[src/hdl/hcio_pkg.sv]
// Shared types and constants for the home computer I/O port block.
package hcio_pkg;

  typedef enum logic [1:0] {
    MODE_READ  = 2'd0,
    MODE_WRITE = 2'd1,
    MODE_SYNC  = 2'd2,
    MODE_NONE  = 2'd3
  } mode_t;

  localparam int KEY_ROWS_DEF    = 8;
  localparam int KEY_COLUMNS_DEF = 6;

  localparam int ADDR_W   = 16;
  localparam int KEY_W    = 48;
  localparam int RATE_W   = 26;
  localparam int WORD_W   = 32;
  localparam int FREQ_W   = 25;
  localparam int NUM_W    = (RATE_W - 1) + WORD_W;
  localparam int PROD_W   = 2 * WORD_W;
  localparam int DIV_STEPS = NUM_W;
  localparam int CNT_W    = $clog2(DIV_STEPS);
  localparam int ROW_SEL_LSB = 8;

  localparam logic [7:0] PORT_VSYNC   = 8'hFD;
  localparam logic [7:0] PORT_KEYS    = 8'hFF;
  localparam logic [7:0] PORT_SPEAKER = 8'hFC;
  localparam logic [7:0] RD_IDLE      = 8'hFF;

  // timer / 10 == (timer * ceil(2^35 / 10)) >> 35 for every 32-bit timer
  localparam logic [WORD_W-1:0] TIMER_RECIP = 32'hCCCC_CCCD;
  localparam int TIMER_SHIFT = 35;

  localparam logic [FREQ_W-1:0] FREQ_MAX   = 25'h1FF_FFFF;
  localparam logic [RATE_W-1:0] RATE_RESET = 26'd3579545;

  typedef struct packed {
    logic capture;
    logic exec;
    logic div_step;
    logic out_load;
  } ctrl_cmd_t;

  typedef struct packed {
    mode_t mode;
    logic  measure_ok;
    logic  out_free;
  } ctrl_sts_t;

endpackage

[src/hdl/hcio_if.sv]
// Request and result channel interfaces.
interface hcio_in_if;
  logic                             valid;
  logic                             ready;
  logic [1:0]                       mode;
  logic [hcio_pkg::ADDR_W-1:0]      port_address;
  logic [7:0]                       write_data;
  logic [hcio_pkg::WORD_W-1:0]      cycle_count;
  logic [hcio_pkg::WORD_W-1:0]      timer_ms;
  logic                             vsync_active;
  logic [hcio_pkg::KEY_W-1:0]       key_matrix;

  modport source (output valid, mode, port_address, write_data, cycle_count, timer_ms,
                  vsync_active, key_matrix, input ready);
  modport sink (input valid, mode, port_address, write_data, cycle_count, timer_ms,
                vsync_active, key_matrix, output ready);
endinterface

interface hcio_out_if;
  logic                        valid;
  logic                        ready;
  logic [7:0]                  read_data;
  logic [hcio_pkg::FREQ_W-1:0] tone_frequency;
  logic                        tone_valid;

  modport source (output valid, read_data, tone_frequency, tone_valid, input ready);
  modport sink (input valid, read_data, tone_frequency, tone_valid, output ready);
endinterface

[src/hdl/hcio_datapath.sv]
// Datapath: request capture, port logic, speaker measurement, divider, result register.
module hcio_datapath #(
  parameter int KEY_ROWS    = hcio_pkg::KEY_ROWS_DEF,
  parameter int KEY_COLUMNS = hcio_pkg::KEY_COLUMNS_DEF
) (
  input  logic                            clk,
  input  logic                            rst_n,
  input  logic [1:0]                      in_mode,
  input  logic [hcio_pkg::ADDR_W-1:0]     in_port_address,
  input  logic [7:0]                      in_write_data,
  input  logic [hcio_pkg::WORD_W-1:0]     in_cycle_count,
  input  logic [hcio_pkg::WORD_W-1:0]     in_timer_ms,
  input  logic                            in_vsync_active,
  input  logic [hcio_pkg::KEY_W-1:0]      in_key_matrix,
  input  logic                            cfg_wr_en,
  input  logic [hcio_pkg::RATE_W-1:0]     cfg_wr_data,
  input  hcio_pkg::ctrl_cmd_t             cmd,
  output hcio_pkg::ctrl_sts_t             sts,
  hcio_out_if.source                      out_ch
);

  localparam int WW = hcio_pkg::WORD_W;

  // captured request
  hcio_pkg::mode_t                  mode_r;
  logic [hcio_pkg::ADDR_W-1:0]      addr_r;
  logic                             wbit_r;
  logic [WW-1:0]                    now_r;
  logic [WW-1:0]                    timer_r;
  logic                             vsync_r;
  logic [hcio_pkg::KEY_W-1:0]       keys_r;

  // architectural state
  logic [hcio_pkg::RATE_W-1:0]      rate_r;
  logic                             spk_r;
  logic [WW-1:0]                    last_r;
  logic [WW-1:0]                    count_r;
  logic [WW-1:0]                    sum_r;

  // work registers
  logic [hcio_pkg::PROD_W-1:0]      work_r;
  logic [WW-1:0]                    rem_r;
  logic                             meas_r;

  // result register
  logic                             out_valid_r;
  logic [7:0]                       rd_r;
  logic [hcio_pkg::FREQ_W-1:0]      freq_r;
  logic                             tv_r;

  logic                             measure_ok;
  logic                             toggle;
  logic [WW-1:0]                    diff;
  logic [WW:0]                      rem_sh;
  logic                             qbit;
  logic [7:0]                       key_acc;
  logic [63:0]                      keys_ext;
  logic [WW-1:0]                    tq;
  logic [7:0]                       rd_nxt;
  logic [hcio_pkg::FREQ_W-1:0]      freq_nxt;
  logic [hcio_pkg::NUM_W-1:0]       quo;
  logic [hcio_pkg::NUM_W-1:0]       num_prod;
  logic [hcio_pkg::PROD_W-1:0]      tim_prod;

  assign measure_ok = (last_r != '0) && (count_r != '0) && (sum_r != '0);
  assign toggle     = (addr_r[7:0] == hcio_pkg::PORT_SPEAKER) && (wbit_r != spk_r);
  assign diff       = (now_r >= last_r) ? (now_r - last_r) : (last_r - now_r);

  assign num_prod = hcio_pkg::NUM_W'(rate_r[hcio_pkg::RATE_W-1:1]) *
                    hcio_pkg::NUM_W'(count_r);
  assign tim_prod = hcio_pkg::PROD_W'(timer_r) * hcio_pkg::PROD_W'(hcio_pkg::TIMER_RECIP);

  assign rem_sh = {rem_r, work_r[hcio_pkg::NUM_W-1]};
  assign qbit   = (rem_sh >= {1'b0, sum_r});

  assign quo = work_r[hcio_pkg::NUM_W-1:0];

  always_comb begin
    keys_ext = 64'(keys_r);
    key_acc  = '0;
    for (int r = 0; r < KEY_ROWS; r++) begin
      if (!addr_r[hcio_pkg::ROW_SEL_LSB + r]) begin
        key_acc = key_acc | 8'(keys_ext[r*KEY_COLUMNS +: KEY_COLUMNS]);
      end
    end
  end

  assign tq = WW'(work_r >> hcio_pkg::TIMER_SHIFT);

  always_comb begin
    rd_nxt   = hcio_pkg::RD_IDLE;
    freq_nxt = '0;
    unique case (mode_r)
      hcio_pkg::MODE_READ: begin
        priority if (addr_r[7:2] == 6'd0) begin
          rd_nxt = 8'(tq >> {addr_r[1:0], 3'b000});
        end else if (addr_r[7:0] == hcio_pkg::PORT_VSYNC) begin
          rd_nxt = {7'd0, vsync_r};
        end else if (addr_r[7:0] == hcio_pkg::PORT_KEYS) begin
          rd_nxt = ~key_acc;
        end else begin
          rd_nxt = hcio_pkg::RD_IDLE;
        end
      end
      hcio_pkg::MODE_SYNC: begin
        if (meas_r) begin
          freq_nxt = (|quo[hcio_pkg::NUM_W-1:hcio_pkg::FREQ_W]) ? hcio_pkg::FREQ_MAX
                                                               : quo[hcio_pkg::FREQ_W-1:0];
        end
      end
      hcio_pkg::MODE_WRITE, hcio_pkg::MODE_NONE: begin
        rd_nxt = hcio_pkg::RD_IDLE;
      end
      default: rd_nxt = hcio_pkg::RD_IDLE;
    endcase
  end

  // payload registers
  always_ff @(posedge clk) begin
    if (cmd.capture) begin
      mode_r  <= hcio_pkg::mode_t'(in_mode);
      addr_r  <= in_port_address;
      wbit_r  <= in_write_data[0];
      now_r   <= in_cycle_count;
      timer_r <= in_timer_ms;
      vsync_r <= in_vsync_active;
      keys_r  <= in_key_matrix;
    end
    if (cmd.exec) begin
      meas_r <= measure_ok;
      rem_r  <= '0;
      if (mode_r == hcio_pkg::MODE_SYNC) begin
        work_r <= hcio_pkg::PROD_W'(num_prod);
      end else begin
        work_r <= tim_prod;
      end
    end else if (cmd.div_step) begin
      rem_r  <= qbit ? WW'(rem_sh - {1'b0, sum_r}) : rem_sh[WW-1:0];
      work_r <= {work_r[hcio_pkg::PROD_W-2:0], qbit};
    end
    if (cmd.out_load) begin
      rd_r   <= rd_nxt;
      freq_r <= freq_nxt;
      tv_r   <= (mode_r == hcio_pkg::MODE_SYNC);
    end
  end

  // architectural state and result handshake
  always_ff @(posedge clk) begin
    if (!rst_n) begin
      rate_r      <= hcio_pkg::RATE_RESET;
      spk_r       <= 1'b0;
      last_r      <= '0;
      count_r     <= '0;
      sum_r       <= '0;
      out_valid_r <= 1'b0;
    end else begin
      if (cfg_wr_en) begin
        rate_r <= cfg_wr_data;
      end
      if (cmd.exec) begin
        if (mode_r == hcio_pkg::MODE_WRITE && toggle) begin
          spk_r  <= wbit_r;
          last_r <= now_r;
          if (last_r == '0) begin
            count_r <= '0;
            sum_r   <= '0;
          end else begin
            count_r <= count_r + 1'b1;
            sum_r   <= sum_r + diff;
          end
        end else if (mode_r == hcio_pkg::MODE_SYNC) begin
          last_r <= '0;
        end
      end
      if (cmd.out_load) begin
        out_valid_r <= 1'b1;
      end else if (out_ch.ready) begin
        out_valid_r <= 1'b0;
      end
    end
  end

  assign sts.mode       = mode_r;
  assign sts.measure_ok = measure_ok;
  assign sts.out_free   = !out_valid_r || out_ch.ready;

  assign out_ch.valid          = out_valid_r;
  assign out_ch.read_data      = rd_r;
  assign out_ch.tone_frequency = freq_r;
  assign out_ch.tone_valid     = tv_r;

endmodule

[src/hdl/hcio_ctrl.sv]
// Controller: sequences capture, execute, division and result load per request.
module hcio_ctrl (
  input  logic                 clk,
  input  logic                 rst_n,
  input  logic                 in_valid,
  output logic                 in_ready,
  input  hcio_pkg::ctrl_sts_t  sts,
  output hcio_pkg::ctrl_cmd_t  cmd
);

  typedef enum logic [1:0] {
    ST_IDLE,
    ST_EXEC,
    ST_DIV,
    ST_FIN
  } state_t;

  state_t                     state_r;
  logic [hcio_pkg::CNT_W-1:0] cnt_r;

  assign in_ready     = (state_r == ST_IDLE);
  assign cmd.capture  = in_ready && in_valid;
  assign cmd.exec     = (state_r == ST_EXEC);
  assign cmd.div_step = (state_r == ST_DIV);
  assign cmd.out_load = (state_r == ST_FIN) && sts.out_free;

  always_ff @(posedge clk) begin
    if (!rst_n) begin
      state_r <= ST_IDLE;
      cnt_r   <= '0;
    end else begin
      unique case (state_r)
        ST_IDLE: begin
          if (in_valid) begin
            state_r <= ST_EXEC;
          end
        end
        ST_EXEC: begin
          if (sts.mode == hcio_pkg::MODE_SYNC && sts.measure_ok) begin
            state_r <= ST_DIV;
            cnt_r   <= hcio_pkg::CNT_W'(hcio_pkg::DIV_STEPS - 1);
          end else begin
            state_r <= ST_FIN;
          end
        end
        ST_DIV: begin
          cnt_r <= cnt_r - 1'b1;
          if (cnt_r == '0) begin
            state_r <= ST_FIN;
          end
        end
        ST_FIN: begin
          if (sts.out_free) begin
            state_r <= ST_IDLE;
          end
        end
        default: state_r <= ST_IDLE;
      endcase
    end
  end

endmodule

[src/hdl/home_computer_io_ports.sv]
// Top level: I/O ports of an 8-bit home computer (timer, vsync, keyboard, speaker tone).
// Sequence: each request is captured, executed and loaded into the result register;
//   a sync tick with a measurement also runs the 57 steps of the bit-serial divider.
// Flow: one request at a time; the next is taken once the result is in the output
//   register, and the load waits while the output register is still full and not taken.
// Reset (rst_n, synchronous): clock rate 3579545, speaker state cleared, channels empty.
module home_computer_io_ports #(
  parameter int KEY_ROWS    = hcio_pkg::KEY_ROWS_DEF,
  parameter int KEY_COLUMNS = hcio_pkg::KEY_COLUMNS_DEF
) (
  input  logic                        clk,
  input  logic                        rst_n,
  hcio_in_if.sink                     in_ch,
  hcio_out_if.source                  out_ch,
  input  logic                        cfg_wr_en,
  input  logic [hcio_pkg::RATE_W-1:0] cfg_wr_data
);

  hcio_pkg::ctrl_cmd_t cmd;
  hcio_pkg::ctrl_sts_t sts;

  hcio_ctrl u_ctrl (
    .clk      (clk),
    .rst_n    (rst_n),
    .in_valid (in_ch.valid),
    .in_ready (in_ch.ready),
    .sts      (sts),
    .cmd      (cmd)
  );

  hcio_datapath #(
    .KEY_ROWS    (KEY_ROWS),
    .KEY_COLUMNS (KEY_COLUMNS)
  ) u_datapath (
    .clk             (clk),
    .rst_n           (rst_n),
    .in_mode         (in_ch.mode),
    .in_port_address (in_ch.port_address),
    .in_write_data   (in_ch.write_data),
    .in_cycle_count  (in_ch.cycle_count),
    .in_timer_ms     (in_ch.timer_ms),
    .in_vsync_active (in_ch.vsync_active),
    .in_key_matrix   (in_ch.key_matrix),
    .cfg_wr_en       (cfg_wr_en),
    .cfg_wr_data     (cfg_wr_data),
    .cmd             (cmd),
    .sts             (sts),
    .out_ch          (out_ch)
  );

endmodule

[src/flat_wrapper.sv]
// flat-port wrapper written by rule: the top's interface ports become plain ports
module home_computer_io_ports_flat 
#(
  parameter int KEY_ROWS    = hcio_pkg::KEY_ROWS_DEF,
  parameter int KEY_COLUMNS = hcio_pkg::KEY_COLUMNS_DEF
)
  (clk, rst_n, cfg_wr_en, cfg_wr_data, in_ch_valid, in_ch_mode, in_ch_port_address, in_ch_write_data, in_ch_cycle_count, in_ch_timer_ms, in_ch_vsync_active, in_ch_key_matrix, in_ch_ready, out_ch_valid, out_ch_read_data, out_ch_tone_frequency, out_ch_tone_valid, out_ch_ready);
  hcio_in_if in_ch_i ();
  hcio_out_if out_ch_i ();
  input  logic clk;
  input  logic rst_n;
  input  logic cfg_wr_en;
  input  logic [hcio_pkg::RATE_W-1:0] cfg_wr_data;
  input wire logic [$bits(in_ch_i.valid)-1:0] in_ch_valid;
  input wire logic [$bits(in_ch_i.mode)-1:0] in_ch_mode;
  input wire logic [$bits(in_ch_i.port_address)-1:0] in_ch_port_address;
  input wire logic [$bits(in_ch_i.write_data)-1:0] in_ch_write_data;
  input wire logic [$bits(in_ch_i.cycle_count)-1:0] in_ch_cycle_count;
  input wire logic [$bits(in_ch_i.timer_ms)-1:0] in_ch_timer_ms;
  input wire logic [$bits(in_ch_i.vsync_active)-1:0] in_ch_vsync_active;
  input wire logic [$bits(in_ch_i.key_matrix)-1:0] in_ch_key_matrix;
  output wire logic [$bits(in_ch_i.ready)-1:0] in_ch_ready;
  output wire logic [$bits(out_ch_i.valid)-1:0] out_ch_valid;
  output wire logic [$bits(out_ch_i.read_data)-1:0] out_ch_read_data;
  output wire logic [$bits(out_ch_i.tone_frequency)-1:0] out_ch_tone_frequency;
  output wire logic [$bits(out_ch_i.tone_valid)-1:0] out_ch_tone_valid;
  input wire logic [$bits(out_ch_i.ready)-1:0] out_ch_ready;
  assign in_ch_i.valid = in_ch_valid;
  assign in_ch_i.mode = in_ch_mode;
  assign in_ch_i.port_address = in_ch_port_address;
  assign in_ch_i.write_data = in_ch_write_data;
  assign in_ch_i.cycle_count = in_ch_cycle_count;
  assign in_ch_i.timer_ms = in_ch_timer_ms;
  assign in_ch_i.vsync_active = in_ch_vsync_active;
  assign in_ch_i.key_matrix = in_ch_key_matrix;
  assign in_ch_ready = in_ch_i.ready;
  assign out_ch_valid = out_ch_i.valid;
  assign out_ch_read_data = out_ch_i.read_data;
  assign out_ch_tone_frequency = out_ch_i.tone_frequency;
  assign out_ch_tone_valid = out_ch_i.tone_valid;
  assign out_ch_i.ready = out_ch_ready;
  home_computer_io_ports #(.KEY_ROWS(KEY_ROWS), .KEY_COLUMNS(KEY_COLUMNS)) u_core (.clk(clk), .rst_n(rst_n), .in_ch(in_ch_i), .out_ch(out_ch_i), .cfg_wr_en(cfg_wr_en), .cfg_wr_data(cfg_wr_data));
endmodule
[config.mk]
export PLATFORM = sky130hd
export DESIGN_NAME = home_computer_io_ports_flat
export DESIGN_NICKNAME = d
export VERILOG_FILES = /design/src/hdl/hcio_pkg.sv /design/src/hdl/hcio_if.sv /design/src/hdl/hcio_datapath.sv /design/src/hdl/hcio_ctrl.sv /design/src/hdl/home_computer_io_ports.sv /design/src/flat_wrapper.sv
export SDC_FILE = /design/constraint.sdc
export NUM_CORES = 2
export LEC_CHECK = 0
export ABC_AREA = 1
export BUFFER_PORTS_ARGS = -buffer_cell sky130_fd_sc_hd__buf_2
export CORE_MARGIN = 2
export CORE_UTILIZATION = 55
export DETAILED_ROUTE_END_ITERATION = 10
export PLACE_DENSITY = 0.76
export SETUP_SLACK_MARGIN = 0.1
export SYNTH_ARGS = -nofsm -noshare
export SYNTH_HDL_FRONTEND = slang
export SYNTH_SLANG_ARGS = --single-unit
[constraint.sdc]
create_clock -name clk -period 7.3 [get_ports clk]
set_clock_uncertainty 0.1 [all_clocks]
set_input_delay 1.095 -clock clk [delete_from_list [all_inputs] [get_ports clk]]
set_output_delay 1.095 -clock clk [all_outputs]
set_load 0.1 [all_outputs]
==> impl_results.md <==
- Avg Synthesized Cell Area: 7.77 um2
- M3 GR Usage: 0.0566
- CTS tree: done
- RSZ-0062 raised after global routing: true
- Largest net degree at the start of global routing: 80
- Dpl cell area: 74200 um2
- Total Nets Final: 11200
- Layout area overhead: 9.80%
- Global Route Usage Sum: 0.326
- I/O Buffers: 197
- DR vias/cell: 5.46
- Beginning of the worst hold path: u_core.u_datapath.rem_r[31]
- Syn nets: 10900
- Commonest non-fill, non-tap cell in the layout: inv_1
- First-pass DRT Iterations: 6
- Final GP Congestion: 1.01
- DR iter-0 viols: 5463
- Tmin final: 7030 ps
- Worst flop-to-flop path startpoint: u_core.u_datapath.timer_r[3]
- Max_cap viols: 0
- Cell count after synthesis: 8957
- Worst-path clk slew: 70 ps
- Met2 Usage GRT: 0.526
- Status: completed
- Crit end category: register
- Root Buffer: clkbuf_16
- CP Launch Type: register
- Final WS setup: 274 ps
- Slew Viols, Final: 0
- Final Util: 0.609
- Post-synth top area share: 0.318
- Synthesis Warnings: 0
- DR WL/cell: 19.2 um
- Hold Path End: u_core.u_datapath.rem_r[31]
- Post-synth EDFFs: 231
- DIE AREA: 129000 um2
- Fmax: 142 MHz
- Die height: 360 um
- GR peak layer: met2
- Number of global-route vias before repair: 60700
- Final antenna-violating net count: 0
- Multi-input logic area: 49600 um2
- Yosys top cell by area: fa_1
- TritonCTS Buffers: 49
- Initial Util: 0.554
- Cts-stage hold buffer count: 0
- GR Overflow Total: 0
- Post-route clock period utilization: 0.963
- Setup-failing EPs final: 0
- Initial antenna violation count: 8
- Global-route wire length before repair: 332000 um
- CTS HTree Levels: 2
- Critical setup path kind: reg -> reg
- Layout cells sized above 1: 0.0787
- Ys async rst share: 0
- Row cnt: 130
- Setup TNS: 0 ps
- Worst Tran Pin Value: 1260 ps
- M1 GR Usage: 0.450
- Die Width: 360 um
- Req. time, crit path: 7570 ps
- Place WS: 189 ps
- Worst min-delay path category: reg -> reg
- WHS Path Cells: 2
- Post-DP HPWL: 176000 um
- Hold Vio Cnt, Final: 0
- Post-synthesis cell area: 69600 um2
- Synth Flop Type: edfxtp_1
- Post-Layout Inst Area: 76400 um2
- DRT Wirelength: 210000 um
- CP Max Fanout: 4
- Unique masters post-synth: 60
- R2r endpoint: u_core.u_datapath.work_r[47]
- DRC viols: 0
- Critical path arrival: 7290 ps
- Core Region: 126000 um2
- Sequential standard cell area: 10200 um2
- Ports: 206
- Clock sinks: 394
- Sequential area share after synthesis: 0.147
- Commonest non-fill, non-tap cells in the layout: inv_1, nand2_1, fa_1
- Vias: 59700
- FF-to-FF path depth: 25
- #FFs+latches synth: 394
- Largest cells by area after synthesis: fa_1, inv_1, ha_1
- Clock latency on the worst-skew pair: 660 ps
- R2r setup slk: 270 ps
- Layout fillers: 11000
- Relative slew slack: 0.157
- Max Root-Sink Buffers: 3
-- cell type report --
class,instances,share of cell area
repair buffers,523,0.0519
inverters,2363,0.116
diodes,4,0.000131
multi-input cells,5919,0.649
flip-flops and latches,394,0.134
clock buffers,57,0.0168
clock inverters,34,0.00517
well taps,1650,0.0270
-- per-layer routing --
metal / share of wire / up-vias
li1: - / 27700
met1: 0.41 / 28900
met2: 0.46 / 2714
met3: 0.095 / 436
met4: 0.036 / 2
met5: 0.000062 / -
-- Yosys cell counts (7+ instances only) --
cell	count
a21boi_0	15
a21o_1	31
a21oi_1	518
a22oi_1	10
a31oi_1	29
buf_1	47
buf_2	30
buf_4	7
clkbuf_1	192
dfxtp_1	163
edfxtp_1	231
fa_1	1107
ha_1	664
inv_1	2351
inv_2	9
nand2_1	1973
nand2_2	8
nand3_1	273
nand3b_1	22
nand4_1	64
nor2_1	489
nor3_1	62
nor4_1	42
o211ai_1	21
o21a_1	17
o21ai_0	322
o21ai_1	19
o21bai_1	39
o22ai_1	11
or2_2	17
xnor2_1	33
xor2_1	73
-- how the worst max path moves through the flow --
stage | startpoint | depth (start not counted) | to
after detailed placement | u_core.u_datapath.count_r[7] | 28 | u_core.u_datapath.work_r[53]
after CTS | u_core.u_datapath.timer_r[16] | 24 | u_core.u_datapath.work_r[55]
after global routing | u_core.u_datapath.timer_r[16] | 27 | u_core.u_datapath.work_r[40]
final | u_core.u_datapath.timer_r[3] | 25 | u_core.u_datapath.work_r[47]
after global placement | u_core.u_datapath.timer_r[15] | 24 | u_core.u_datapath.work_r[55]
after floorplan | u_core.u_datapath.count_r[18] | 28 | u_core.u_datapath.work_r[53]
-- logic make-up after synthesis --
family / after synthesis / share of synthesized area
simple gates: 2979 / 0.175
buf+inv: 2644 / 0.144
fa+ha+maj: 1771 / 0.438
mux: 7 / 0.00102
xor+xnor: 106 / 0.0133
flops: 394 / 0.147
compound gates: 1056 / 0.0826
-- what timing repair did --
| action | CTS | global route |
|---|---|---|
| setup buffers | 0 | 23 |
| setup endpoints to repair | 0 | 42 |
| resized for setup | 0 | 76 |
-- critical path: stages, from the launching register on --
cell and delay (ps):
edfxtp_1 530, ha_1 390, inv_1 70, fa_1 560, fa_1 440, fa_1 500, inv_1 110, fa_1 550
fa_1 440, fa_1 500, inv_1 60, fa_1 500, inv_1 40, ha_1 300, buf_4 140, nand2_1 90
nor2_1 220, nand2_1 140, nor2_1 280, nand4_1 220, nand3_1 130, nand2_1 50, nand3_1 120, nand2_1 70
nand2_1 70, o21ai_0 100
-- state kept, by name, summed over array words and instances, names as in the netlist, 2 cells and up --
signal	count
u_core.u_datapath.out_ch.read_data	8
u_core.u_ctrl.state_r	2
u_core.u_datapath.work_r	64
u_core.u_datapath.mode_r	2
u_core.u_datapath.sum_r	32
u_core.u_datapath.rate_r	25
u_core.u_datapath.count_r	32
u_core.u_datapath.timer_r	32
u_core.u_datapath.keys_r	48
u_core.u_datapath.rem_r	32
u_core.u_datapath.out_ch.tone_frequency	25
u_core.u_datapath.now_r	32
u_core.u_datapath.addr_r	16
u_core.u_ctrl.cnt_r	6
u_core.u_datapath.last_r	32
-- through the flow --
step	hold WS, ps	cells
2_1_floorplan	340	8957
5_1_grt	391	10900
3_3_place_gp	355	10800
3_5_place_dp	362	10800
6_report	375	10900
4_1_cts	371	10900
Power is left out: the tool's default activity adds up to more than one toggle a clock period on the data nets, which glitch-free logic cannot reach.
